==> config.mk <==
export PLATFORM = sky130hd
export DESIGN_NAME = hgpa_front
export DESIGN_NICKNAME = d
export VERILOG_FILES = /design/src/sv/hgpa_front.sv
export SDC_FILE = /design/constraint.sdc
export NUM_CORES = 1
export LEC_CHECK = 0
export BUFFER_PORTS_ARGS = -buffer_cell sky130_fd_sc_hd__buf_2
export CORE_MARGIN = 3
export CORE_UTILIZATION = 55
export CTS_CLUSTER_SIZE = 10
export DETAILED_ROUTE_END_ITERATION = 8
export PLACE_DENSITY_LB_ADDON = 0.2
export REMOVE_ABC_BUFFERS = 1
export SETUP_SLACK_MARGIN = 0.1
export SLEW_MARGIN = 5
export SYNTH_ARGS = -nofsm -noshare
export SYNTH_HDL_FRONTEND = slang
export SYNTH_SLANG_ARGS = --single-unit
==> constraint.sdc <==
create_clock -name clk -period 21 [get_ports clk]
set_input_delay 0 -clock clk [delete_from_list [all_inputs] [get_ports clk]]
set_output_delay 0 -clock clk [all_outputs]
set_load 0.005 [all_outputs]
==> src/sv/hgpa_front.sv <==
// ============================================================================
// hgpa_front
// Max/min search, hue numerator selection and divider operand setup.
// ============================================================================
module hgpa_front #(
    parameter int C = 16
) (
    input  logic           clk,
    input  logic [2:0]     en,
    input  logic [15:0]    red,
    input  logic [15:0]    green,
    input  logic [15:0]    blue,
    output logic [C-1:0]   sat_rem,
    output logic [C-1:0]   sat_low,
    output logic [C-1:0]   sat_div,
    output logic [C+2:0]   hue_rem,
    output logic [C+2:0]   hue_div,
    output logic           neg,
    output logic           sat_zero,
    output logic           hue_zero
);

    logic [C-1:0] r_reg, g_reg, b_reg;
    logic [C-1:0] mx_reg, d_reg;
    logic [C+2:0] num_reg;
    logic         neg1_reg;

    logic [C-1:0] sat_rem_reg, sat_low_reg, sat_div_reg;
    logic [C+2:0] hue_rem_reg, hue_div_reg;
    logic         neg2_reg, sat_zero_reg, hue_zero_reg;

    logic [C-1:0] mx_next, mn_next, d_next;
    logic [C+2:0] num_next;
    logic         neg_next;
    logic [C+2:0] r_w, g_w, b_w, d_w;

    always_comb
    begin
        mx_next = r_reg;
        mn_next = r_reg;
        if (g_reg > mx_next) mx_next = g_reg;
        if (b_reg > mx_next) mx_next = b_reg;
        if (g_reg < mn_next) mn_next = g_reg;
        if (b_reg < mn_next) mn_next = b_reg;
        d_next = mx_next - mn_next;
        r_w = (C+3)'(r_reg);
        g_w = (C+3)'(g_reg);
        b_w = (C+3)'(b_reg);
        d_w = (C+3)'(d_next);
        neg_next = 1'b0;
        if (r_reg == mx_next) begin
            if (g_reg >= b_reg) begin
                num_next = g_w - b_w;
            end else begin
                num_next = b_w - g_w;
                neg_next = 1'b1;
            end
        end else if (g_reg == mx_next) begin
            num_next = (d_w << 1) + b_w - r_w;
        end else begin
            num_next = (d_w << 2) + r_w - g_w;
        end
    end

    always_ff @(posedge clk)
    begin
        if (en[0]) begin
            r_reg <= C'(red);
            g_reg <= C'(green);
            b_reg <= C'(blue);
        end
        if (en[1]) begin
            mx_reg   <= mx_next;
            d_reg    <= d_next;
            num_reg  <= num_next;
            neg1_reg <= neg_next;
        end
        if (en[2]) begin
            // d*CMAX = (d-1)*2^C + (2^C-d): high and low halves of the dividend.
            sat_rem_reg  <= (d_reg == '0) ? '0 : d_reg - C'(1);
            sat_low_reg  <= C'(0) - d_reg;
            sat_div_reg  <= mx_reg;
            hue_rem_reg  <= num_reg;
            hue_div_reg  <= ((C+3)'(d_reg) << 2) + ((C+3)'(d_reg) << 1);
            neg2_reg     <= neg1_reg;
            sat_zero_reg <= (mx_reg == '0);
            hue_zero_reg <= (d_reg == '0);
        end
    end

    assign sat_rem  = sat_rem_reg;
    assign sat_low  = sat_low_reg;
    assign sat_div  = sat_div_reg;
    assign hue_rem  = hue_rem_reg;
    assign hue_div  = hue_div_reg;
    assign neg      = neg2_reg;
    assign sat_zero = sat_zero_reg;
    assign hue_zero = hue_zero_reg;

endmodule

==> impl_results.md <==
- Cells after DPL: 1,866
- Post-synthesis sequential area ratio: 0.382
- Setup TNS: 0 ns
- Synth top area share: 0.382
- All-Layer GR Usage: 0.280
- Async SR Flop Fraction: 0
- CTS tree: done
- Critical path arrival: 11.22 ns
- EDFF count, synth: 186
- Min-delay src: en[1]
- Final setup viols: 0
- Fin Clk Skew: 0.0249 ns
- Tot Pwr: 3.16 mW
- Outcome: completed
- Final Max Tran Viols: 0
- Drc violations: 0
- Crit path required time: 21.20 ns
- Mapped Area: 14,600 µm²
- First-pass GRT wire length: 61,600 µm
- Detailed placement HPWL: 31,900 µm
- Post-synth top cells: 186 x edfxtp_1, 158 x ha_1, 144 x inv_1
- # port buffers: 139
- Synth top area cells: edfxtp_1 38%, ha_1 14%, xnor2_1 6.5%
- DR WL/cell: between 20 and 25 µm
- CTS max path bufs: 2
- Cell variety after synth: 90
- Max VDD drop: 128 µV
- FF-to-FF End: num_reg[16]
- Ports: approximately 140
- Hold Path Class: input pin to flop
- Most common cell in the synthesized netlist: edfxtp_1
- Post-placement setup slack: 10.08 ns
- Worst setup EP type: flop
- Clock Pin Slew Worst Setup and Hold Paths: 0.10 ns
- Pre-antenna DRT Iters: 5
- H-tree Lvls: 4
- Synth-to-layout area growth: 14.3%
- Worst Path Buf+Inv: 3
- R2r setup slk: 9.98 ns
- Crit share post-route: 0.525
- Core Rows: 59
- Path depth of the worst reg2reg path: 36
- Hold Crit Depth: 2
- Vias: between 10,000 and 15,000
- Setup bufs post-CTS: 0
- Fin worst setup slack: 9.98 ns
- Core Area: 26,100 µm²
- Antenna violations before repair: 0
- Slowest cell delay on critical path: slightly below 0.7 ns
- Clock Sinks: 186
- CTS root buf: clkbuf_16
- Final Instance Count excl. Fillers: 1,946
- PwrDens: 189 nW/µm²
- Syn Inst Count: 1,417
- Max-cap viol count: 0
- Gr ovfl total: 0
- CP max FO: 34
- P_leak: 7.19 nW
- Vias per cell: 5.93
- Clock latency on the worst-skew pair: 0.44 ns
- Critical Path Source Type: flop
- Vias in the first global route: 11,200
- Unrepaired setup endpoints after global routing: false
- Reg2reg start: r_reg[1]
- GP Congestion: about 1
- Final Hold Vio Count: 0
- Die Y: 169 µm
- Worst slew pin tran: between 1 and 1.5 ns
- Layout cells sized above 1: 0.134
- Layout Nets: around 1,800
- Number of CTS-inserted buffers: 17
- Initial drt markers: about 1,000
- Main synth FF type: edfxtp_1
- Setup Crit Path Kind: flop to flop
- DP Area: 15,600 µm²
- # diodes: 0
- Slowest stage cell, crit path: o31a_2
- Final Instance Area: 16,700 µm²
- Die width: 169 µm
- Hold Path Sink: num_reg[15]
- Drt total wl: 40,200 µm
- Post-route ant nets: 0
- Synth area leader: edfxtp_1
- Synth warn: 0
- Synth Area per Inst: 10.3 µm²
- Post-layout util: 0.641
- Critical path's top delay family: compound AO/OA/AOI/OAI gates
- Final critical-path required period: 11.02 ns
- Initial Util: 0.561
- #FFs+latches synth: 186
- Slew margin rel.: 0.323
- Hold_ws: 0.237 ns
- Largest net degree at the start of global routing: just under 80
- F_max: just over 90 MHz
- Full die area: ~29,000 µm²
[where the power goes]
group	switching [mW]	total, mW	internal [mW]	leakage [nW]
clock	0.172	0.331	0.159	0.277
combinational	1.23	2.15	0.920	5.09
sequential	0.0651	0.683	0.618	1.82
[worst max path at each step]
stage	startpoint	to	depth (start not counted)
global route	r_reg[1]	num_reg[16]	36
global placement	r_reg[1]	num_reg[16]	35
floorplan	r_reg[1]	num_reg[16]	36
CTS	r_reg[1]	num_reg[16]	36
detailed placement	r_reg[1]	num_reg[16]	36
finish	r_reg[1]	num_reg[16]	36
[cell usage in the layout, fill, tap and decap left out, types with 17 or more instances in the layout]
master         synthesis  layout
buf_2                  5     138
a21o_1                36      36
nand3_1               34      34
xor2_1                17      17
ha_1                 158     158
o21ai_0               77      77
mux2i_1               39      39
dlygate4sd3_1          0      49
nand2_1               76      76
xnor2_1              109     109
nand4_1               22      22
nor2b_1               17      17
clkbuf_16              0      17
nor2_1               104     104
a21oi_1              107     107
edfxtp_1             186     186
inv_1                144     144
fa_1                  35      35
[what timing repair did]
item                      4_1_cts  5_1_grt
hold buffers                   49        0
resized for setup               0        0
hold endpoints to repair       57        0
[routing by layer]
layer / up-vias / wire length (µm) / global-route usage
met5: - / 0 / 0
met4: 0 / 1160 / 0.0946
met3: 63 / 2690 / 0.0425
met2: 468 / 18300 / 0.446
met1: 5526 / 18000 / 0.393
li1: 5481 / - / -
[cell families after synthesis]
family | count (synthesis) | synth area share
and+or+nand+nor | 325 | 0.110
buffers and inverters | 180 | 0.0498
DFF | 186 | 0.382
adders and majority gates | 193 | 0.183
muxes | 50 | 0.0375
AOI/OAI and AO/OA | 356 | 0.162
xor gates and xnor gates | 126 | 0.0755
other | 1 | 0.000257
[final cells by class]
cell class | instances | area [µm²]
fillers | 2085 | 9360
multi-input cells | 1051 | 8310
repair buffers | 196 | 1250
clock buffers | 17 | 425
inverters | 147 | 552
clock inverters | 14 | 155
flip-flops and latches | 186 | 5590
well taps | 335 | 419
Note: power is estimated with default switching activity, not from simulation.
