## src/sv/hgpa_div.sv

```systemverilog
// ============================================================================
// hgpa_div
// Two restoring dividers side by side, one quotient bit per pipeline stage.
// ============================================================================
module hgpa_div #(
    parameter int C = 16
) (
    input  logic           clk,
    input  logic [C-1:0]   en,
    input  logic [C-1:0]   sat_rem,
    input  logic [C-1:0]   sat_low,
    input  logic [C-1:0]   sat_div,
    input  logic [C+2:0]   hue_rem,
    input  logic [C+2:0]   hue_div,
    input  logic           neg,
    input  logic           sat_zero,
    input  logic           hue_zero,
    output logic [C-1:0]   sat_quo,
    output logic [C-1:0]   hue_quo,
    output logic [C-1:0]   value,
    output logic           neg_out,
    output logic           sat_zero_out,
    output logic           hue_zero_out
);

    logic [C-1:0] rs_reg [C];
    logic [C-1:0] ls_reg [C];
    logic [C-1:0] ds_reg [C];
    logic [C-1:0] qs_reg [C];
    logic [C+2:0] rh_reg [C];
    logic [C+2:0] dh_reg [C];
    logic [C-1:0] qh_reg [C];
    logic         ng_reg [C];
    logic         zs_reg [C];
    logic         zh_reg [C];

    for (genvar k = 0; k < C; k++) begin : g_stage
        logic [C-1:0] rs_in, ls_in, ds_in, qs_in, qh_in;
        logic [C+2:0] rh_in, dh_in;
        logic         ng_in, zs_in, zh_in;
        logic [C:0]   ts;
        logic [C+3:0] th;
        logic         ge_s, ge_h;

        if (k == 0) begin : g_first
            assign rs_in = sat_rem;
            assign ls_in = sat_low;
            assign ds_in = sat_div;
            assign qs_in = '0;
            assign rh_in = hue_rem;
            assign dh_in = hue_div;
            assign qh_in = '0;
            assign ng_in = neg;
            assign zs_in = sat_zero;
            assign zh_in = hue_zero;
        end else begin : g_next
            assign rs_in = rs_reg[k-1];
            assign ls_in = ls_reg[k-1];
            assign ds_in = ds_reg[k-1];
            assign qs_in = qs_reg[k-1];
            assign rh_in = rh_reg[k-1];
            assign dh_in = dh_reg[k-1];
            assign qh_in = qh_reg[k-1];
            assign ng_in = ng_reg[k-1];
            assign zs_in = zs_reg[k-1];
            assign zh_in = zh_reg[k-1];
        end

        assign ts   = {rs_in, ls_in[C-1]};
        assign th   = {rh_in, 1'b0};
        assign ge_s = (ts >= {1'b0, ds_in});
        assign ge_h = (th >= {1'b0, dh_in});

        always_ff @(posedge clk)
        begin
            if (en[k]) begin
                rs_reg[k] <= ge_s ? C'(ts - {1'b0, ds_in}) : C'(ts);
                ls_reg[k] <= ls_in << 1;
                ds_reg[k] <= ds_in;
                qs_reg[k] <= {qs_in[C-2:0], ge_s};
                rh_reg[k] <= ge_h ? (C+3)'(th - {1'b0, dh_in}) : (C+3)'(th);
                dh_reg[k] <= dh_in;
                qh_reg[k] <= {qh_in[C-2:0], ge_h};
                ng_reg[k] <= ng_in;
                zs_reg[k] <= zs_in;
                zh_reg[k] <= zh_in;
            end
        end
    end

    assign sat_quo      = qs_reg[C-1];
    assign hue_quo      = qh_reg[C-1];
    // The saturation divisor is the largest channel, which is also the value.
    assign value        = ds_reg[C-1];
    assign neg_out      = ng_reg[C-1];
    assign sat_zero_out = zs_reg[C-1];
    assign hue_zero_out = zh_reg[C-1];

endmodule

```

## config.mk

```make
export PLATFORM = sky130hd
export DESIGN_NAME = hgpa_div
export DESIGN_NICKNAME = d
export VERILOG_FILES = /design/src/sv/hgpa_div.sv
export SDC_FILE = /design/constraint.sdc
export NUM_CORES = 2
export LEC_CHECK = 0
export ABC_CLOCK_PERIOD_IN_PS = 9150
export BUFFER_PORTS_ARGS = -buffer_cell sky130_fd_sc_hd__buf_2
export CAP_MARGIN = 10
export CORE_MARGIN = 3
export CORE_UTILIZATION = 35
export CTS_BUF_LIST = sky130_fd_sc_hd__clkbuf_4
export CTS_CLUSTER_SIZE = 30
export DETAILED_ROUTE_END_ITERATION = 10
export PLACE_DENSITY = 0.53
export SLEW_MARGIN = 40
export SYNTH_ARGS = -nofsm -noshare
export SYNTH_HDL_FRONTEND = slang
export SYNTH_SLANG_ARGS = --single-unit
```

## constraint.sdc

```tcl
create_clock -name clk -period 9.15 [get_ports clk]
set_input_delay 1.83 -clock clk [delete_from_list [all_inputs] [get_ports clk]]
set_output_delay 1.83 -clock clk [all_outputs]
set_load 0.02 [all_outputs]
```

==> key figures <==
Yosys
  – Yosys top cell area share: 57.64%
  – Post-synthesis sequential element count: 1506
  – EDFF count, synth: 1506
  – Ys flop type: edfxtp_1
  – Syn. warnings: 0
  – XOR/XNOR share of the synthesized area: 4.175%
  – Most frequent cell after synthesis: edfxtp_1
  – Async SR Flop Fraction: 0%
  – Synth area leaders: edfxtp_1 58%, ha_1 8.9%, mux2_2 5.2%
  – Syn_nets: 6909
  – Seq/Total Area, Yosys: 57.64%
  – Cell taking the most area after synthesis: edfxtp_1
  – Largest family of logic cells by synthesized area: compound AO/OA/AOI/OAI gates
  – Synth Cell Area: 0.07845 mm²
  – Synthesized instance count: 6214
  – Synthesized-area fraction occupied by adder cells: 9.681%
  – Cell variety after synth: 94
  – Syn_area_per_cell: 12.63 µm²
  – Compound-Gate Fraction of Synth Area: 10.86%
  – Post-synth top cells: 1506 x edfxtp_1, 721 x inv_1, 559 x ha_1, 380 x a21oi_1, 360 x mux2_2
  – Multiplexer share of the synthesized area: 5.812%
  – Post-Synth Simple-Gate Area: 7.607%

Finish
  – Synth-to-Final Area Change: 11.84%
  – Fraction of layout cells with a size suffix above 1: 18.12%
  – Fillers: 21317
  – Nets: 7421
  – Fin cells: 9968

Timing
  – Slew Limit Fails: 0
  – Period utilization: 40.86%
  – RSZ-0062 raised after global routing: no
  – Hold WS: 369.6 ps
  – Final-report hold violation count: 0
  – Setup TNS: 0 ps
  – Slew HR: 45.31%
  – Fmax: 267.5 MHz
  – Final setup violating endpoints: 0
  – Worst Tran Pin Value: 820.4 ps
  – Clock skew: 108.8 ps
  – Minimum clock period: 3739 ps

Setup path
  – Max stage delay cell, worst path: a221oi_2
  – Worst setup SP type: flip-flop
  – Arrival @ worst endpoint: 4780 ps
  – Largest fanout on the critical path: 20
  – CP Cell Sequence: inv_1, fa_1, a21o_1, a21o_1, a221oi_2, inv_1, a41oi_1, o21ai_0, a31oi_2, buf_4, mux2_2
  – CP top delay family: compound AO/OA/AOI/OAI gates
  – Kind of critical path: flip-flop to flip-flop
  – Req. time, crit path: 10190 ps
  – CP peak stage delay: 500 ps
  – Worst Path Buf+Inv: 3
  – CP Capture Type: flip-flop

CTS
  – Clock Tree Buf Depth: 4
  – Post_cts resized: 0
  – Clock root buffer master: clkbuf_4
  – Clk sinks: 1506
  – Clock insertion delay at the later pin of the skew report: 1340 ps
  – # Post-CTS Setup Buffers: 0
  – CTS tree: yes
  – TritonCTS buffer count: 419
  – H-tree Lvls: 5
  – Clock-pin transition on the worst setup and hold timing paths: 70 ps
  – Hold Buf Count CTS: 0

Detailed routing
  – Routed via count: 48464
  – Via/cell ratio: 4.862
  – DRT Pass-1 Iters: 5
  – DRC: 0
  – Antenna violation net count after detailed routing: 0
  – Post-Route WL: 165500 µm
  – Average wire per standard cell: 16.60 µm
  – DR iter-0 viols: 2077

Power
  – Pleak: 34.96 nW
  – PD cells: 323.4 mW/mm²
  – Max rail drop VDD: 0.0001722 V
  – Power, Total: 28.37 mW

GRT
  – GR Overflow Total: 0
  – Pin count of the biggest net entering global routing: 72
  – Initial antenna violation count: 6
  – Global router's overall resource usage: 14.39%
  – Number of global-route vias before repair: 50420
  – First-pass GRT wire length: 266400 µm

Floorplanning
  – DIE AREA: 0.2299 mm²
  – Core ar.: 0.2225 mm²
  – Row count: 173
  – Die Y: 479.4 µm
  – Die X-Extent: 479.4 µm
  – Initial Utilization: 35.26%
  – # IOs: 157

Place
  – GPL Wtd Cong: 0.8984
  – Cell count after placement: 9279
  – I/O Buffers: 156
  – Post-DP HPWL: 126100 µm

Run status
  – Status: completed

Job
  – Max-cap violations: 0

Min path
  – Worst Hold Class: flip-flop to flip-flop
==> final cells by class <==
cell class                      instances  area (µm²)  area share [%]
Clock inverter                        114       594.3          0.6774
Antenna cell                            7       17.52         0.01996
Sequential cell                      1506       45220           51.54
Timing Repair Buffer                  193        1139           1.298
Inverter                              723        2714           3.093
Tap cell                             2975        3722           4.242
Clock buffer                          567        4257           4.851
Multi-Input combinational cell       3883       30070           34.28
==> per-layer routing <==
metal	wire length (µm)	vias to the layer above	track usage, %
met4	6068	6	6.478
met5	48	-	0
met3	5983	415	2.716
met1	69110	22863	16.57
li1	-	24257	-
met2	84240	923	25.83
==> kinds of logic (layout without fill, tap and decap cells) <==
group,after synthesis,after routing
fa+ha+maj,589,589
flops,1506,1506
mux,406,406
compound gates,1306,1306
buf+inv,825,1597
simple gates,1208,1208
xor+xnor,374,374
other cells,0,7
==> power breakdown <==
| group | leakage (nW) | total, mW | switching (mW) | internal, mW |
|---|---|---|---|---|
| Combinational | 17.3 | 11.9 | 6.31 | 5.57 |
| Clock | 2.91 | 5.64 | 2.67 | 2.98 |
| Sequential | 14.7 | 10.8 | 0.930 | 9.91 |
| Total | 35.0 | 28.4 | 9.91 | 18.5 |
==> placed cells by master, fill, tap and decap left out, types with 256 or more instances in the layout <==
cell and instances:
xnor2_1 256, inv_1 721, a21oi_1 379, nand2_1 268, nor2_1 335, o21ai_0 258, clkbuf_4 567, edfxtp_1 1506
mux2_2 360, ha_1 559
==> metrics by stage <==
step	area [µm²]	util (%)	worst slack (ps)
after global routing	87740	39.43	5183
after detailed placement	82850	37.23	4214
after CTS	87700	39.41	5175
after floorplan	78450	-	4782
final	87740	39.43	5411
after global placement	82740	37.18	4250
==> path summary, 6_finish.rpt <==
kind,slack (ps),startpoint,cells past startpoint,end
setup / recovery,5410,dh_reg[1][19],11,rh_reg[1][53]
hold / removal,370,ds_reg[1][68],0,ds_reg[1][84]
setup reg to reg,5410,dh_reg[1][19],11,rh_reg[1][53]
hold reg to reg,370,ds_reg[1][68],0,ds_reg[1][84]
No activity file was read; power rests on OpenSTA's default activity.
